[config.mk]
export PLATFORM = sky130hd
export DESIGN_NAME = lidar_largest_gap_finder_core_flat
export DESIGN_NICKNAME = d
export VERILOG_FILES = /design/src/lgf_pkg.sv /design/src/lgf_if.sv /design/src/lgf_tracker.sv /design/src/lidar_largest_gap_finder_core.sv /design/src/flat_wrapper.sv
export SDC_FILE = /design/constraint.sdc
export NUM_CORES = 1
export LEC_CHECK = 0
export BUFFER_PORTS_ARGS = -buffer_cell sky130_fd_sc_hd__buf_2
export CAP_MARGIN = 20
export CORE_MARGIN = 2
export CORE_UTILIZATION = 43
export CTS_CLUSTER_SIZE = 14
export DETAILED_ROUTE_END_ITERATION = 8
export GPL_TIMING_DRIVEN = 0
export SLEW_MARGIN = 20
export SYNTH_ARGS = -nofsm -noshare
export SYNTH_HDL_FRONTEND = slang
export SYNTH_HIERARCHICAL = 1
export SYNTH_SLANG_ARGS = --single-unit
[constraint.sdc]
create_clock -name clk_i -period 11.6 [get_ports clk_i]
set_clock_uncertainty 0.2 [all_clocks]
set_input_delay 2.9 -clock clk_i [delete_from_list [all_inputs] [get_ports clk_i]]
set_output_delay 2.9 -clock clk_i [all_outputs]
set_load 0.01 [all_outputs]
[src/lgf_pkg.sv]
// ----------------------------------------------------------------------------
// lgf_pkg: shared definitions for the lidar largest gap finder
// Field widths, register indexes, reset values and the tracker result type.
// ----------------------------------------------------------------------------
`default_nettype none

package lgf_pkg;

  // Fixed field widths.
  localparam int unsigned RANGE_W = 16;
  localparam int unsigned TOL_W   = 8;
  localparam int unsigned IDX_W   = 11;
  localparam int unsigned SIZE_W  = 12;
  localparam int unsigned CFG_W   = 16;
  localparam int unsigned REG_W   = 3;

  // Parameter defaults for the top level.
  localparam int unsigned MAX_BEAMS_DEF  = 2048;
  localparam int unsigned RANGE_BITS_DEF = 16;

  // Register reset values.
  localparam logic [RANGE_W-1:0] FAR_THR_RST  = 16'd1500;
  localparam logic [RANGE_W-1:0] NEAR_THR_RST = 16'd750;
  localparam logic [TOL_W-1:0]   TOL_RST      = 8'd8;
  localparam logic [IDX_W-1:0]   FIRST_RST    = 11'd180;
  localparam logic [IDX_W-1:0]   LAST_RST     = 11'd900;
  localparam logic [SIZE_W-1:0]  MIN_GAP_RST  = 12'd23;

  // Run sizes saturate at the top of the size field.
  localparam logic [SIZE_W-1:0]  SIZE_MAX = {SIZE_W{1'b1}};

  // Configuration register indexes.
  typedef enum logic [REG_W-1:0] {
    REG_FAR_THR  = 3'd0,
    REG_NEAR_THR = 3'd1,
    REG_ERR_TOL  = 3'd2,
    REG_FIRST    = 3'd3,
    REG_LAST     = 3'd4,
    REG_MIN_GAP  = 3'd5
  } reg_idx_e;

  // Best gap of one tracker.
  typedef struct packed {
    logic [IDX_W-1:0]  start;
    logic [SIZE_W-1:0] size;
  } best_t;

endpackage

`default_nettype wire

[src/lgf_if.sv]
// ----------------------------------------------------------------------------
// lgf_if: valid/ready channels of the lidar largest gap finder
// Beam input channel, gap result channel and configuration write channel.
// ----------------------------------------------------------------------------
`default_nettype none

// One beam sample per word.
interface lgf_beam_if;
  logic                         valid;
  logic                         ready;
  logic [lgf_pkg::RANGE_W-1:0]  range_mm;
  logic                         last_beam;

  modport source (output valid, output range_mm, output last_beam, input ready);
  modport sink   (input valid, input range_mm, input last_beam, output ready);
endinterface

// One gap result per scan.
interface lgf_gap_if;
  logic                        valid;
  logic                        ready;
  logic [lgf_pkg::IDX_W-1:0]   gap_start;
  logic [lgf_pkg::SIZE_W-1:0]  gap_size;
  logic                        used_near;
  logic                        gap_found;

  modport source (output valid, output gap_start, output gap_size, output used_near,
                  output gap_found, input ready);
  modport sink   (input valid, input gap_start, input gap_size, input used_near,
                  input gap_found, output ready);
endinterface

// Register writes.
interface lgf_cfg_if;
  logic                       valid;
  logic                       ready;
  logic [lgf_pkg::REG_W-1:0]  index;
  logic [lgf_pkg::CFG_W-1:0]  data;

  modport source (output valid, output index, output data, input ready);
  modport sink   (input valid, input index, input data, output ready);
endinterface

`default_nettype wire

[src/lgf_tracker.sv]
// ----------------------------------------------------------------------------
// lgf_tracker: open-run tracker for one threshold
// Follows runs of open beams, bridges short blocked stretches and keeps the
// largest run. Reports the updated best gap in the same cycle.
// ----------------------------------------------------------------------------
`default_nettype none

module lgf_tracker (
  input  wire logic                        clk_i,
  input  wire logic                        rst_ni,
  input  wire logic                        en_i,
  input  wire logic                        open_i,
  input  wire logic [lgf_pkg::IDX_W-1:0]   idx_i,
  input  wire logic [lgf_pkg::TOL_W-1:0]   err_tol_i,
  input  wire logic                        clear_i,
  output lgf_pkg::best_t                   best_o
);

  logic                        in_run_q, in_run_d, in_run_u;
  logic [lgf_pkg::TOL_W-1:0]   blocked_q, blocked_d, blocked_u;
  logic [lgf_pkg::IDX_W-1:0]   run_start_q, run_start_d, run_start_u;
  logic [lgf_pkg::SIZE_W-1:0]  run_size_q, run_size_d, run_size_u;
  lgf_pkg::best_t              best_q, best_d, best_u;
  logic [lgf_pkg::SIZE_W:0]    ext_sum;
  logic [lgf_pkg::SIZE_W-1:0]  ext_size;

  // Extended run size, saturating at the top of the size field.
  assign ext_sum  = {1'b0, run_size_q} + (lgf_pkg::SIZE_W+1)'(1)
                  + (lgf_pkg::SIZE_W+1)'(blocked_q);
  assign ext_size = (ext_sum > {1'b0, lgf_pkg::SIZE_MAX}) ? lgf_pkg::SIZE_MAX
                                                          : ext_sum[lgf_pkg::SIZE_W-1:0];

  // Run update for one beam inside the search window.
  always_comb begin
    in_run_u    = in_run_q;
    blocked_u   = blocked_q;
    run_start_u = run_start_q;
    run_size_u  = run_size_q;
    best_u      = best_q;
    if (en_i) begin
      if (open_i) begin
        if (in_run_q) begin
          run_size_u = ext_size;
          blocked_u  = '0;
          if (ext_size > best_q.size) begin
            best_u.size  = ext_size;
            best_u.start = run_start_q;
          end
        end else begin
          in_run_u    = 1'b1;
          run_start_u = idx_i;
          run_size_u  = lgf_pkg::SIZE_W'(1);
          blocked_u   = '0;
        end
      end else if (in_run_q) begin
        if (blocked_q < err_tol_i) begin
          blocked_u = blocked_q + lgf_pkg::TOL_W'(1);
        end else begin
          in_run_u = 1'b0;
        end
      end
    end
  end

  // The end of a scan clears all tracker state after reporting.
  always_comb begin
    if (clear_i) begin
      in_run_d    = 1'b0;
      blocked_d   = '0;
      run_start_d = '0;
      run_size_d  = '0;
      best_d      = '0;
    end else begin
      in_run_d    = in_run_u;
      blocked_d   = blocked_u;
      run_start_d = run_start_u;
      run_size_d  = run_size_u;
      best_d      = best_u;
    end
  end

  always_ff @(posedge clk_i or negedge rst_ni) begin
    if (!rst_ni) begin
      in_run_q    <= 1'b0;
      blocked_q   <= '0;
      run_start_q <= '0;
      run_size_q  <= '0;
      best_q      <= '0;
    end else begin
      in_run_q    <= in_run_d;
      blocked_q   <= blocked_d;
      run_start_q <= run_start_d;
      run_size_q  <= run_size_d;
      best_q      <= best_d;
    end
  end

  assign best_o = best_u;

endmodule

`default_nettype wire

[src/lidar_largest_gap_finder_core.sv]
// ----------------------------------------------------------------------------
// lidar_largest_gap_finder_core: largest-gap search over one lidar scan
// Tracks open runs against a far and a near threshold and reports one gap
// at the end of each scan.
// ----------------------------------------------------------------------------
// Result path: the result word of a scan passes the beam register, then the result
// register, after its last beam is accepted.
// Throughput: one beam per cycle; the beam register stalls only when a last
// beam meets a result that has not yet been taken.
// Reset: registers return to their defaults, the beam counter and both trackers
// clear, and no result is pending. Trackers also clear after every scan.
`default_nettype none

module lidar_largest_gap_finder_core #(
  parameter int unsigned MAX_BEAMS  = lgf_pkg::MAX_BEAMS_DEF,
  parameter int unsigned RANGE_BITS = lgf_pkg::RANGE_BITS_DEF
) (
  input  wire logic  clk_i,
  input  wire logic  rst_ni,
  lgf_beam_if.sink   beam_i,
  lgf_cfg_if.sink    cfg_i,
  lgf_gap_if.source  gap_o
);

  localparam int unsigned CNT_W = $clog2(MAX_BEAMS + 1);
  localparam int unsigned CMP_W = (CNT_W > lgf_pkg::IDX_W) ? CNT_W : lgf_pkg::IDX_W;
  localparam int unsigned RNG_W = (RANGE_BITS < lgf_pkg::RANGE_W) ? RANGE_BITS
                                                                   : lgf_pkg::RANGE_W;

  // Configuration registers.
  logic [lgf_pkg::RANGE_W-1:0] far_thr_q, near_thr_q;
  logic [lgf_pkg::TOL_W-1:0]   err_tol_q;
  logic [lgf_pkg::IDX_W-1:0]   first_q, last_q;
  logic [lgf_pkg::SIZE_W-1:0]  min_gap_q;

  assign cfg_i.ready = 1'b1;

  always_ff @(posedge clk_i or negedge rst_ni) begin
    if (!rst_ni) begin
      far_thr_q  <= lgf_pkg::FAR_THR_RST;
      near_thr_q <= lgf_pkg::NEAR_THR_RST;
      err_tol_q  <= lgf_pkg::TOL_RST;
      first_q    <= lgf_pkg::FIRST_RST;
      last_q     <= lgf_pkg::LAST_RST;
      min_gap_q  <= lgf_pkg::MIN_GAP_RST;
    end else if (cfg_i.valid) begin
      case (lgf_pkg::reg_idx_e'(cfg_i.index))
        lgf_pkg::REG_FAR_THR:  far_thr_q  <= cfg_i.data;
        lgf_pkg::REG_NEAR_THR: near_thr_q <= cfg_i.data;
        lgf_pkg::REG_ERR_TOL:  err_tol_q  <= cfg_i.data[lgf_pkg::TOL_W-1:0];
        lgf_pkg::REG_FIRST:    first_q    <= cfg_i.data[lgf_pkg::IDX_W-1:0];
        lgf_pkg::REG_LAST:     last_q     <= cfg_i.data[lgf_pkg::IDX_W-1:0];
        lgf_pkg::REG_MIN_GAP:  min_gap_q  <= cfg_i.data[lgf_pkg::SIZE_W-1:0];
        default: ;
      endcase
    end
  end

  // Beam register and its handshake.
  logic                        in_vld_q;
  logic [lgf_pkg::RANGE_W-1:0] range_q;
  logic                        last_q_beam;
  logic                        proc_fire;
  logic                        out_free;
  logic                        in_fire;

  assign out_free     = !gap_o.valid || gap_o.ready;
  assign proc_fire    = in_vld_q && (!last_q_beam || out_free);
  assign beam_i.ready = !in_vld_q || proc_fire;
  assign in_fire      = beam_i.valid && beam_i.ready;

  always_ff @(posedge clk_i or negedge rst_ni) begin
    if (!rst_ni) begin
      in_vld_q <= 1'b0;
    end else if (beam_i.ready) begin
      in_vld_q <= beam_i.valid;
    end
  end

  always_ff @(posedge clk_i) begin
    if (in_fire) begin
      range_q     <= beam_i.range_mm;
      last_q_beam <= beam_i.last_beam;
    end
  end

  // Beam counter, saturating at the beam capacity.
  logic [CNT_W-1:0] beam_q, beam_d;
  logic [CMP_W-1:0] beam_wide;
  logic             beam_live;
  logic             in_window;
  logic             trk_en;
  logic             scan_end;

  assign beam_wide = CMP_W'(beam_q);
  assign beam_live = beam_q < CNT_W'(MAX_BEAMS);
  assign in_window = (beam_wide >= CMP_W'(first_q)) && (beam_wide <= CMP_W'(last_q));
  assign trk_en    = proc_fire && beam_live && in_window;
  assign scan_end  = proc_fire && last_q_beam;

  always_comb begin
    beam_d = beam_q;
    if (scan_end) begin
      beam_d = '0;
    end else if (proc_fire && beam_live) begin
      beam_d = beam_q + CNT_W'(1);
    end
  end

  always_ff @(posedge clk_i or negedge rst_ni) begin
    if (!rst_ni) begin
      beam_q <= '0;
    end else begin
      beam_q <= beam_d;
    end
  end

  // Threshold compares on the low range bits.
  logic far_open, near_open;

  assign far_open  = range_q[RNG_W-1:0] > far_thr_q[RNG_W-1:0];
  assign near_open = range_q[RNG_W-1:0] > near_thr_q[RNG_W-1:0];

  // Far and near trackers.
  lgf_pkg::best_t far_best, near_best;

  lgf_tracker u_far (
    .clk_i     (clk_i),
    .rst_ni    (rst_ni),
    .en_i      (trk_en),
    .open_i    (far_open),
    .idx_i     (beam_wide[lgf_pkg::IDX_W-1:0]),
    .err_tol_i (err_tol_q),
    .clear_i   (scan_end),
    .best_o    (far_best)
  );

  lgf_tracker u_near (
    .clk_i     (clk_i),
    .rst_ni    (rst_ni),
    .en_i      (trk_en),
    .open_i    (near_open),
    .idx_i     (beam_wide[lgf_pkg::IDX_W-1:0]),
    .err_tol_i (err_tol_q),
    .clear_i   (scan_end),
    .best_o    (near_best)
  );

  // Gap choice: far gap first, near gap as fallback.
  logic [lgf_pkg::IDX_W-1:0]  sel_start;
  logic [lgf_pkg::SIZE_W-1:0] sel_size;
  logic                       sel_near, sel_found;

  always_comb begin
    sel_start = '0;
    sel_size  = '0;
    sel_near  = 1'b0;
    sel_found = 1'b0;
    if (far_best.size > min_gap_q) begin
      sel_start = far_best.start;
      sel_size  = far_best.size;
      sel_found = 1'b1;
    end else if (near_best.size > min_gap_q) begin
      sel_start = near_best.start;
      sel_size  = near_best.size;
      sel_near  = 1'b1;
      sel_found = 1'b1;
    end
  end

  // Result register.
  logic                       out_vld_q, out_vld_d;
  logic [lgf_pkg::IDX_W-1:0]  start_q;
  logic [lgf_pkg::SIZE_W-1:0] size_q;
  logic                       near_q, found_q;

  always_comb begin
    out_vld_d = out_vld_q;
    if (scan_end) begin
      out_vld_d = 1'b1;
    end else if (gap_o.ready) begin
      out_vld_d = 1'b0;
    end
  end

  always_ff @(posedge clk_i or negedge rst_ni) begin
    if (!rst_ni) begin
      out_vld_q <= 1'b0;
    end else begin
      out_vld_q <= out_vld_d;
    end
  end

  always_ff @(posedge clk_i) begin
    if (scan_end) begin
      start_q <= sel_start;
      size_q  <= sel_size;
      near_q  <= sel_near;
      found_q <= sel_found;
    end
  end

  assign gap_o.valid     = out_vld_q;
  assign gap_o.gap_start = start_q;
  assign gap_o.gap_size  = size_q;
  assign gap_o.used_near = near_q;
  assign gap_o.gap_found = found_q;

endmodule

`default_nettype wire

[src/flat_wrapper.sv]
// flat-port wrapper written by rule: the top's interface ports become plain ports
module lidar_largest_gap_finder_core_flat 
#(
  parameter int unsigned MAX_BEAMS  = lgf_pkg::MAX_BEAMS_DEF,
  parameter int unsigned RANGE_BITS = lgf_pkg::RANGE_BITS_DEF
)
  (clk_i, rst_ni, beam_i_valid, beam_i_range_mm, beam_i_last_beam, beam_i_ready, cfg_i_valid, cfg_i_index, cfg_i_data, cfg_i_ready, gap_o_valid, gap_o_gap_start, gap_o_gap_size, gap_o_used_near, gap_o_gap_found, gap_o_ready);
  lgf_beam_if beam_i_i ();
  lgf_cfg_if cfg_i_i ();
  lgf_gap_if gap_o_i ();
  input  wire logic clk_i;
  input  wire logic rst_ni;
  input wire logic [$bits(beam_i_i.valid)-1:0] beam_i_valid;
  input wire logic [$bits(beam_i_i.range_mm)-1:0] beam_i_range_mm;
  input wire logic [$bits(beam_i_i.last_beam)-1:0] beam_i_last_beam;
  output wire logic [$bits(beam_i_i.ready)-1:0] beam_i_ready;
  input wire logic [$bits(cfg_i_i.valid)-1:0] cfg_i_valid;
  input wire logic [$bits(cfg_i_i.index)-1:0] cfg_i_index;
  input wire logic [$bits(cfg_i_i.data)-1:0] cfg_i_data;
  output wire logic [$bits(cfg_i_i.ready)-1:0] cfg_i_ready;
  output wire logic [$bits(gap_o_i.valid)-1:0] gap_o_valid;
  output wire logic [$bits(gap_o_i.gap_start)-1:0] gap_o_gap_start;
  output wire logic [$bits(gap_o_i.gap_size)-1:0] gap_o_gap_size;
  output wire logic [$bits(gap_o_i.used_near)-1:0] gap_o_used_near;
  output wire logic [$bits(gap_o_i.gap_found)-1:0] gap_o_gap_found;
  input wire logic [$bits(gap_o_i.ready)-1:0] gap_o_ready;
  assign beam_i_i.valid = beam_i_valid;
  assign beam_i_i.range_mm = beam_i_range_mm;
  assign beam_i_i.last_beam = beam_i_last_beam;
  assign beam_i_ready = beam_i_i.ready;
  assign cfg_i_i.valid = cfg_i_valid;
  assign cfg_i_i.index = cfg_i_index;
  assign cfg_i_i.data = cfg_i_data;
  assign cfg_i_ready = cfg_i_i.ready;
  assign gap_o_valid = gap_o_i.valid;
  assign gap_o_gap_start = gap_o_i.gap_start;
  assign gap_o_gap_size = gap_o_i.gap_size;
  assign gap_o_used_near = gap_o_i.used_near;
  assign gap_o_gap_found = gap_o_i.gap_found;
  assign gap_o_i.ready = gap_o_ready;
  lidar_largest_gap_finder_core #(.MAX_BEAMS(MAX_BEAMS), .RANGE_BITS(RANGE_BITS)) u_core (.clk_i(clk_i), .rst_ni(rst_ni), .beam_i(beam_i_i), .cfg_i(cfg_i_i), .gap_o(gap_o_i));
endmodule
* After elaboration in Yosys (flattened, before gate mapping) *
Cells that the tools add are included.

word-level totals
  register bits = 240
  latch bits = 0
  memory bits (writable) = 0
  ROM bits = 0
  output and inout port bits = 28
  logic and storage cells = 145
  memories kept = 0

cells by class
  $add $sub $neg = 7
  multipliers = 0
  div/mod/pow operators = 0
  order comparisons = 13
  eq/ne operators = 7
  shifts and indexed selects = 0
  mux-type cells = 57
  bitwise operators = 0
  reductions and logical operators = 34

operator list
  operator                                                         number
  two-way mux 23 bit                                               10
  two-way mux 12 bit                                               14
  two-way mux 11 bit                                               10
  two-way mux 8 bit                                                10
  greater-than comparator 12 bit                                   4
  greater-than comparator 16 bit                                   2
  adder 12 x 1 -> 13 bit, second input constant                    2
  adder 13 x 8 -> 13 bit                                           2
  greater-than comparator 13 x 12 -> 1 bit, second input constant  2
  adder 8 x 1 -> 8 bit, second input constant                      2
  less-than comparator 8 bit                                       2
  AND reduction 2 bit                                              8
  two-way mux 1 bit                                                13
  adder 12 x 1 -> 12 bit, second input constant                    1
  >= comparator 12 x 11 -> 1 bit                                   1
  <= comparator 12 x 11 -> 1 bit                                   1
  less-than comparator 12 bit, second input constant               1
  AND reduction 3 bit                                              4
  nonzero test 3 bit                                               4
  nonzero test 2 bit                                               5
  equality test 3 x 2 -> 1 bit, second input constant              2
  equality test 3 bit, second input constant                       2
  logical AND 1 bit                                                6
  inequality test 2 x 1 -> 1 bit, second input constant            2
  4 further kinds                                                  8

* Longest topological paths before layout *
Gate-level depths: netlist (run 1).

  word-level depth = 12
  gate-level depth with buffers = 28
  depth with buffers taken out = 25

* By module *
Netlist (run 1), hierarchy kept.

modules (own cells, without submodules)
  module                         times used  cells an instance  area each (um2)  seq. area each (um2)
  lidar_largest_gap_finder_core  1           649                7,046.8          3,497.1
  lgf_tracker at u_core.u_far    1           385                3,533.4          1,376.3
  lgf_tracker at u_core.u_near   1           381                3,510.9          1,376.3

* Worst setup path before layout (run 1) *
No wires, ideal clock.

  kind = input port to flip-flop
  from = input port gap_o_ready
  to = register u_core.size_q (netlist bit u_core/gap_o.gap_size[10]) (data pin)
  setup time = 259 ps
  data arrival time = 7,126 ps
  setup slack = 4,015 ps
  cell stages on the path = 17
  cells stage by stage = o31ai_1 -> buf_2 -> a2111oi_0 -> nand3_1 -> or2_1 -> a21o_1 -> clkbuf_1 -> nor3_1 -> nor2_1 -> ha_1 -> nor2b_1 -> o211ai_2 -> a211oi_2 -> a2111oi_4 -> nor2_4 -> buf_6 -> mux2i_1

RTL lines
  item                  line                                  text
  start, declared       flat_wrapper.sv:26                    input wire logic [$bits(gap_o_i.ready)-1:0] gap_o_ready;
  end signal, assigned  lidar_largest_gap_finder_core.sv:197  size_q <= sel_size;
  end, declared         lidar_largest_gap_finder_core.sv:174  logic [lgf_pkg::SIZE_W-1:0] size_q;

==> results of run 1 <==
-- placed cells by master (no fill, tap or decap), types with 42 or more instances in the layout --
cell and count:
a21oi_1 90, buf_2 79, dfrtp_1 171, edfxtp_1 42
ha_1 135, inv_1 150, nand2_1 136, nand3_1 49
nor2_1 65, o21ai_0 72
-- critical path: stages --
cell and delay, ns:
buf_2 0.10, o31ai_1 0.08, buf_2 0.20, a2111oi_2 0.69, buf_2 0.33, nand3_1 0.20
or2_1 0.33, a21o_1 0.29, nor2_2 0.27, buf_2 0.29, a31oi_1 0.18, ha_1 0.34
nand4_1 0.19, a211oi_2 0.36, a2111oi_4 0.10, nor2_4 0.30, buf_6 0.23, mux2i_1 0.28
-- stage by stage --
| step | cell area (um^2) | utilization | total power, uW | std cells | hold slack (ns) |
|---|---|---|---|---|---|
| floorplan | 14100 | - | 1340 | 1415 | 0.253 |
| global placement | 15000 | 0.463 | 1500 | 1924 | 0.263 |
| detailed placement | 15100 | 0.466 | 1520 | 1928 | 0.281 |
| CTS | 15900 | 0.491 | 2330 | 1978 | 0.294 |
| global route | 15900 | 0.491 | 2430 | 1978 | 0.321 |
| finish | 15900 | 0.491 | 2300 | 1978 | 0.292 |
-- registers in the layout, indices dropped and copies added, names as in the netlist, 16 cells and up --
| name | count |
|---|---|
| u_core/far_thr_q | 16 |
| u_core/u_near/best_q | 23 |
| u_core/near_thr_q | 16 |
| u_core/range_q | 16 |
| u_core/u_far/best_q | 23 |
-- kinds of logic after synthesis --
kind of cell             after synthesis  synth area share
AO/OA/AOI/OAI                        371             0.184
XOR/XNOR                              23            0.0143
adder cells (fa/ha/maj)              137             0.123
buffers and inverters                205            0.0585
flip-flops                           240             0.444
multiplexers                          69            0.0530
other                                  1          0.000266
AND/OR/NAND/NOR                      369             0.124
-- routing by layer --
layer	share of wire	vias up	track usage
li1	-	5258	-
met1	0.48	5321	0.306
met2	0.45	297	0.337
met3	0.048	64	0.0309
met4	0.029	0	0.0654
met5	0	-	0
-- layout make-up --
cell class | instances | share of cell area
Buffer | 55 | 0.0165
Clock buffer | 32 | 0.0437
Clock inverter | 18 | 0.00779
Inverter | 150 | 0.0354
Multi-Input combinational cell | 970 | 0.442
Sequential cell | 240 | 0.393
Tap cell | 442 | 0.0348
Timing Repair Buffer | 71 | 0.0272
-- how the worst min path moves through the flow --
stage | from | endpoint | slack, ns | cells after the start
3_3_place_gp | u_core/u_near/run_size_q[6] | u_core/u_near/run_size_q[6] | 0.26 | 2
2_1_floorplan | u_core/u_near/run_size_q[6] | u_core/u_near/run_size_q[6] | 0.25 | 2
4_1_cts | u_core/u_near/run_size_q[6] | u_core/u_near/run_size_q[6] | 0.29 | 2
5_1_grt | u_core/u_far/run_start_q[0] | u_core/u_far/run_start_q[0] | 0.32 | 1
6_report | u_core/u_near/run_size_q[6] | u_core/u_near/run_size_q[6] | 0.29 | 2
3_5_place_dp | u_core/u_near/run_size_q[6] | u_core/u_near/run_size_q[6] | 0.28 | 2
-- report_power, final --
group | switching, uW | total, uW | leakage (uW) | internal [uW]
logic | 313 | 499 | 0.00405 | 186
registers | 62.1 | 1010 | 0.00299 | 946
clock network | 345 | 795 | 0.000397 | 450
total | 721 | 2300 | 0.00743 | 1580
==> run metrics, run 1 <==
status=finished clean; layout cells sized above 1=0.145; Synth async-reset ratio=0.825; Synth top area share=0.304; setup TNS=0 ns; Top FF cell, synth=dfrtp_1; die area=34,200 um^2; worst skew pair latency=0.55 ns; Final Slew Violations=0; hold_buf cts=0; Worst R2R Path Depth=22; GPL Wtd Cong=0.866; peak supply drop=0.000111 V; grt total ovfl=0; minimum clock period=7.53 ns; first-pass iteration count of the detailed router=5; Root Driver=clkbuf_16; Hold Crit Class=reg2reg; NumNets Final=1,693; Leakage=approximately 0.0074 uW; final period utilization=0.649; Clock Sinks=240; DRC viols=0; TritonCTS buffer count=27; diodes inserted=0; Yosys cell types=82; largest net degree at the start of global routing=between 70 and 80; final hold violation count=0; DR WL/cell=18.0 um; RSZ-0062 raised after global routing=no; Slew HR=0.432; worst flop-to-flop path endpoint=u_core/gap_o.gap_size[7]; P&R area growth vs syn=12.9%; reg-to-reg startpoint=u_core/beam_q[0]; critical path type=in2reg; CP max FO=10; die width=185 um; Yosys reg bits=240; H-tree depth=1; most instantiated cells after synthesis=171 x dfrtp_1, 150 x inv_1, 136 x nand2_1; Starting Density=0.435; PostCTS Resize Cnt=0; Via-to-Cell Ratio=around 5.5; Mapped Cells=about 1,400; global-route wire length before repair=58.0 mm; max capacitance violation total=0; vias=10,940; final setup violating endpoints=0; # Post-CTS Setup Buffers=0; number of flops mapped to enable cells by yosys=42; vias in the first global route=approximately 11,000; YS warnings=6; crit path launch=gap_o_ready; Ports=69; Avg Inst Size Synth=9.96 um^2; top cells by area in the synthesized netlist=dfrtp_1 30%, ha_1 12%, edfxtp_1 9.0%; sequential share of the synthesized area=0.444; # port buffers=67; fmax=133 MHz; GRT Util Overall=0.214; FF+latch area=6250 um^2; Critical Path AT=7.69 ns; PnR worst setup slack=slightly above 4 ns; area occupied by multi-input gates=around 7000 um^2; Post-Syn Area=14,100 um^2; reg-to-reg slack, setup=4.97 ns; Filler Cells Inserted=3,114; startpoint types=input port; Detail Route Antenna Nets=0; pre-CTS setup slack=3.54 ns; clk slew on worst S/H paths=0.06 ns; Data required, critical path=between 10 and 15 ns; leading area contributor after synthesis=dfrtp_1; Core Area=32,400 um^2; CP endpoint kind=flop; Iteration-0 DRC Markers=about 850; Post-Synthesis Net Count=between 1,500 and 2,000; clk buf depth=3; top-count cell post-synth=dfrtp_1; Cell Pwr Density=145 nW/um^2; final WL=35.6 mm; Die H=around 190 um; actual slew at the worst max-slew pin=0.849 ns; Critical Path End=u_core/gap_o.gap_size[7]; hpwl dp=26.6 mm; initial antenna violation count=0; Std-Cell Rows=66; CTS tree=done
Note: power is estimated with default switching activity, not from simulation.
==> inputs of run 2 (changes only) <==
Clock period 11.6 ns to 6.18 ns, I/O delays scaled along.
==> run 2 against run 1 <==
Highest routed layer unchanged; core utilization increased by 1.3 points; critical endpoint is now u_core/gap_o.gap_found; total power increased by 94%; clock power increased by 100%.
==> run metrics, run 2 (synthesis results as in run 1) <==
Hold Crit Class=reg2reg; grt total ovfl=0; status=finished clean; Std-Cell Rows=66; Regs by FF count=u_core/u_far/best_q x23, u_core/u_near/best_q x23; Leakage=0.00762 uW; Slew HR=0.451; final hold violation count=0; Critical Path AT=5.99 ns; actual slew at the worst max-slew pin=0.820 ns; clk slew on worst S/H paths=around 0.06 ns; hpwl dp=26.5 mm; # port buffers=67; CTS tree=done; vias in the first global route=10,661; Cell Pwr Density=274 nW/um^2; max capacitance violation total=0; GRT Util Overall=0.216; GPL Wtd Cong=0.866; Clock Sinks=240; P&R area growth vs syn=15.9%; final setup violating endpoints=0; commonest non-fill, non-tap cell in the layout=dfrtp_1; Via-to-Cell Ratio=5.52; vias=11,026; DRC viols=0; final period utilization=0.955; diodes inserted=0; pre-CTS setup slack=-0.455 ns; total power=4470 uW; Ports=69; DR WL/cell=18.1 um; CP max FO=10; initial antenna violation count=0; startpoint types=flop; fmax=169 MHz; Data required, critical path=approximately 6.3 ns; TritonCTS buffer count=28; layout cells sized above 1=0.184; Final Slew Violations=0; Filler Cells Inserted=3,054; final WL=between 30 and 40 mm; die width=between 150 and 200 um; Starting Density=0.435; Crit path largest cell delay=around 0.44 ns; Worst R2R Path Depth=25; FF+latch area=6250 um^2; worst skew pair latency=0.56 ns; largest net degree at the start of global routing=85; Iteration-0 DRC Markers=about 800; hold depth=2; H-tree depth=1; Root Driver=clkbuf_16; critical path type=reg2reg; Die H=185 um; Detail Route Antenna Nets=0; final core occ=0.505; minimum clock period=5.90 ns; Core Area=32,400 um^2; hold_buf cts=0; die area=34,200 um^2; first-pass iteration count of the detailed router=6; peak supply drop=0.000256 V; clk buf depth=3; Critical-path top delay cell=dfrtp_1; NumNets Final=1,711; global-route wire length before repair=58.2 mm; most frequent cells in the layout=169 x dfrtp_1, 150 x inv_1, 136 x nand2_1; area occupied by multi-input gates=around 7000 um^2; PnR worst setup slack=0.277 ns; CP endpoint kind=flop
## run 2: cell count changes in the layout (fill, tap and decap cells not counted), moves of 4 or more
cell      delta
buf_4       +21
clkinv_1     -8
mux2i_1      -7
clkbuf_4     +5
mux2i_2      +5
o21ai_0      -5
a21oi_1      -4
buf_2        -4
clkbuf_1     -4
nor3_1       -4
nor3_2       +4
## run 2: cell type report
type	instances	area share
clock buffers	40	0.0482
multi-input cells	970	0.440
well taps	442	0.0339
clock inverters	12	0.00751
repair buffers	88	0.0339
inverters	150	0.0345
flip-flops and latches	240	0.383
plain buffers	55	0.0194
## run 2: final timing paths
kind                            slack, ns                         from                          end
max in group asynchronous            4.25                       rst_ni            u_core/first_q[7]
worst min register to register       0.29  u_core/u_near/run_size_q[6]  u_core/u_near/run_size_q[6]
worst min-delay path                 0.29  u_core/u_near/run_size_q[6]  u_core/u_near/run_size_q[6]
worst max-delay path                 0.28    u_core/u_far/blocked_q[0]       u_core/gap_o.gap_found
min in group asynchronous            0.73                       rst_ni  u_core/u_far/run_size_q[11]
worst max register to register       0.28    u_core/u_far/blocked_q[0]       u_core/gap_o.gap_found
## run 2: timing repair
item | 4_1_cts | 5_1_grt
setup buffers | 8 | 9
setup endpoints to repair | 25 | 25
gates resized for setup | 11 | 69
pin swaps | 4 | 11
## run 2: layer usage
layer | vias up | wire (um) | share of wire | track usage
li1 | 5316 | - | - | -
met1 | 5389 | 17300 | 0.48 | 0.317
met2 | 263 | 16100 | 0.45 | 0.337
met3 | 58 | 1590 | 0.044 | 0.0246
met4 | 0 | 1060 | 0.029 | 0.0587
met5 | - | 0 | 0 | 0
## run 2: metrics by stage
stage	instance area [um^2]	cells	setup TNS (ns)	hold WS, ns
6_report	16300	1997	0	0.288
5_1_grt	16300	1997	-0.165	0.322
4_1_cts	16100	1988	-0.0203	0.293
3_5_place_dp	15100	1928	-8.45	0.279
3_3_place_gp	15000	1924	-75.15	0.264
2_1_floorplan	14100	1415	0	0.253
## run 2: power by group
part | leakage [uW] | switching, uW | internal, uW | total (uW)
registers | 0.00298 | 119 | 1780 | 1900
clock network | 0.000430 | 667 | 934 | 1600
logic | 0.00420 | 601 | 372 | 974
total | 0.00762 | 1390 | 3080 | 4470
## run 2: critical path, delay by kind of cell, from the launching register on
family	cells	cell delay (ns)
AOI/OAI and AO/OA	8	1.74
adders and majority gates	4	1.19
and+or+nand+nor	7	0.92
buffers and inverters	5	0.74
DFF	1	0.44
muxes	1	0.40
==> inputs of run 3 (changes only) <==
Settings changed: ABC_AREA set to 1.
==> run 3 against run 2 <==
First-iteration DRC count is 11% lower; core utilization is 1.0 points lower; die area increased by 4.4%; synthesized cell count rose by 32%.
==> run metrics, run 3 <==
grt total ovfl=0; peak supply drop=0.000236 V; final setup violating endpoints=0; most instantiated cells after synthesis=481 x nand2_1, 317 x inv_1, 171 x dfrtp_1; Synth top area share=0.290; Hold Path End=u_core/first_q[3]; die width=between 150 and 200 um; Cell Pwr Density=270 nW/um^2; Worst R2R Path Depth=32; critical path's top delay family=simple AND/OR/NAND/NOR gates; max capacitance violation total=0; startpoint types=flop; # port buffers=67; Yosys reg bits=240; Avg Inst Size Synth=a little under 8 um^2; die area=35,800 um^2; initial antenna violation count=0; reg-to-reg slack, setup=0.67 ns; top-count cell post-synth=nand2_1; global-route wire length before repair=slightly above 60 mm; Root Driver=clkbuf_16; hold depth=2; Post-Layout Cell Count=2,437; FF+latch area=about 6200 um^2; Mapped Cells=1,868; hold_buf cts=0; GRT Util Overall=0.215; Filler Cells Inserted=3,316; CP most frequent cell=nand2_1; CP max FO=10; Regs by FF count=u_core/u_far/best_q x23, u_core/u_near/best_q x23; clk slew on worst S/H paths=around 0.060 ns; Die H=approximately 190 um; Yosys cell types=43; Clock Sinks=240; Critical Path AT=5.60 ns; Top FF cell, synth=dfrtp_1; worst min-delay path startpoint=u_core/first_q[3]; actual slew at the worst max-slew pin=0.757 ns; Std-Cell Rows=67; sequential share of the synthesized area=0.424; layout cells sized above 1=0.124; Iteration-0 DRC Markers=between 700 and 800; final core occ=0.495; minimum clock period=5.51 ns; largest net degree at the start of global routing=86; H-tree depth=1; Via-to-Cell Ratio=between 5 and 6; CP endpoint kind=flop; commonest non-fill, non-tap cell in the layout=nand2_1; RSZ-0062 raised after global routing=no; critical path type=reg2reg; first-pass iteration count of the detailed router=5; TritonCTS buffer count=28; Post-Syn Area=14,700 um^2; Slew HR=0.494; fmax=approximately 180 MHz; DRC viols=0; number of flops mapped to enable cells by yosys=42; most frequent cells in the layout=481 x nand2_1, 316 x inv_1, 171 x dfrtp_1; hpwl dp=between 20 and 30 mm; Cell Count Post-Placement=2,385; final WL=37.4 mm; GPL Wtd Cong=about 0.9; final period utilization=0.892; worst flop-to-flop path endpoint=u_core/gap_o.gap_size[1]; NumNets Final=2,145; final hold violation count=0; Post-Synthesis Net Count=between 2,000 and 2,500; PnR worst setup slack=around 0.67 ns; worst skew pair latency=0.57 ns; Detail Route Antenna Nets=0; vias in the first global route=roughly 12,000; YS warnings=6; DR WL/cell=15.3 um; Synth async-reset ratio=0.825; P&R area growth vs syn=12.9%; pre-CTS setup slack=0.503 ns; Starting Density=0.438; setup TNS=0 ns; vias=12,245; status=finished clean; clk buf depth=3; PostCTS Resize Cnt=0; diodes inserted=0; Critical-path top delay cell=dfrtp_1; # Post-CTS Setup Buffers=0; area occupied by multi-input gates=6940 um^2; Buf+Inv Stages, Crit Path=6; Ports=69; Core Area=33,600 um^2; reg-to-reg startpoint=u_core/u_near/blocked_q[0]; Hold Crit Class=reg2reg; Final Slew Violations=0; CTS tree=done; leading area contributor after synthesis=dfrtp_1; Data required, critical path=6.26 ns; Leakage=0.00910 uW; top cells by area in the synthesized netlist=dfrtp_1 29%, nand2_1 12%, ha_1 11%; Crit path largest cell delay=0.45 ns
run 3: through the flow:
| stage | power (uW) | cell area [um^2] | hold slack [ns] |
|---|---|---|---|
| floorplan | 2560 | 14700 | 0.253 |
| global placement | 2830 | 15600 | 0.267 |
| detailed placement | 2870 | 15700 | 0.274 |
| CTS | 4540 | 16600 | 0.289 |
| global route | 4790 | 16600 | 0.303 |
| finish | 4490 | 16600 | 0.282 |
run 3: area by class of cell:
cell class,count,area share
clock inverters,13,0.00655
clock buffers,39,0.0495
repair buffers,69,0.0241
inverters,325,0.0734
well taps,448,0.0337
flip-flops and latches,240,0.376
plain buffers,53,0.0191
multi-input cells,1250,0.418
run 3: report_power, final:
group / switching, uW / internal, uW
registers: 129 / 1780
logic: 610 / 329
clock network: 673 / 973
run 3: kinds of logic (layout without fill, tap and decap cells):
kind of cell / Yosys count / count (layout) / share of synthesized area
buffers and inverters: 378 / 499 / 0.104
DFF: 240 / 240 / 0.424
xor gates and xnor gates: 10 / 10 / 0.00595
AOI/OAI and AO/OA: 263 / 263 / 0.102
and+or+nand+nor: 839 / 839 / 0.246
adders and majority gates: 137 / 137 / 0.117
other: 1 / 1 / 0.000255
run 3: worst reg2reg max path, delay by kind of cell, from the launching register on:
kind / cells / cell delay, ns
simple gates: 19 / 1.85
fa+ha+maj: 4 / 1.20
buf+inv: 6 / 0.90
compound gates: 3 / 0.63
flops: 1 / 0.45
run 3: how the worst max path moves through the flow:
stage | start | endpoint | slack [ns] | cells after the start
2_1_floorplan | gap_o_ready | u_core/gap_o.gap_size[2] | 1.68 | 25
3_3_place_gp | rst_ni | u_core/u_near/run_size_q[11] | -0.16 | 1
3_5_place_dp | gap_o_ready | u_core/gap_o.gap_start[9] | 0.50 | 24
4_1_cts | u_core/u_near/blocked_q[0] | u_core/gap_o.gap_size[1] | 0.60 | 32
5_1_grt | u_core/u_near/blocked_q[0] | u_core/gap_o.gap_start[9] | 0.20 | 35
6_report | u_core/u_near/blocked_q[0] | u_core/gap_o.gap_size[1] | 0.67 | 32
run 3: routing by layer:
metal | up-vias | part of all wire | GRT usage
li1 | 6190 | - | -
met2 | 255 | 0.47 | 0.364
met4 | 0 | 0.020 | 0.0454
met3 | 49 | 0.042 | 0.0304
met5 | - | 0 | 0
met1 | 5751 | 0.47 | 0.295
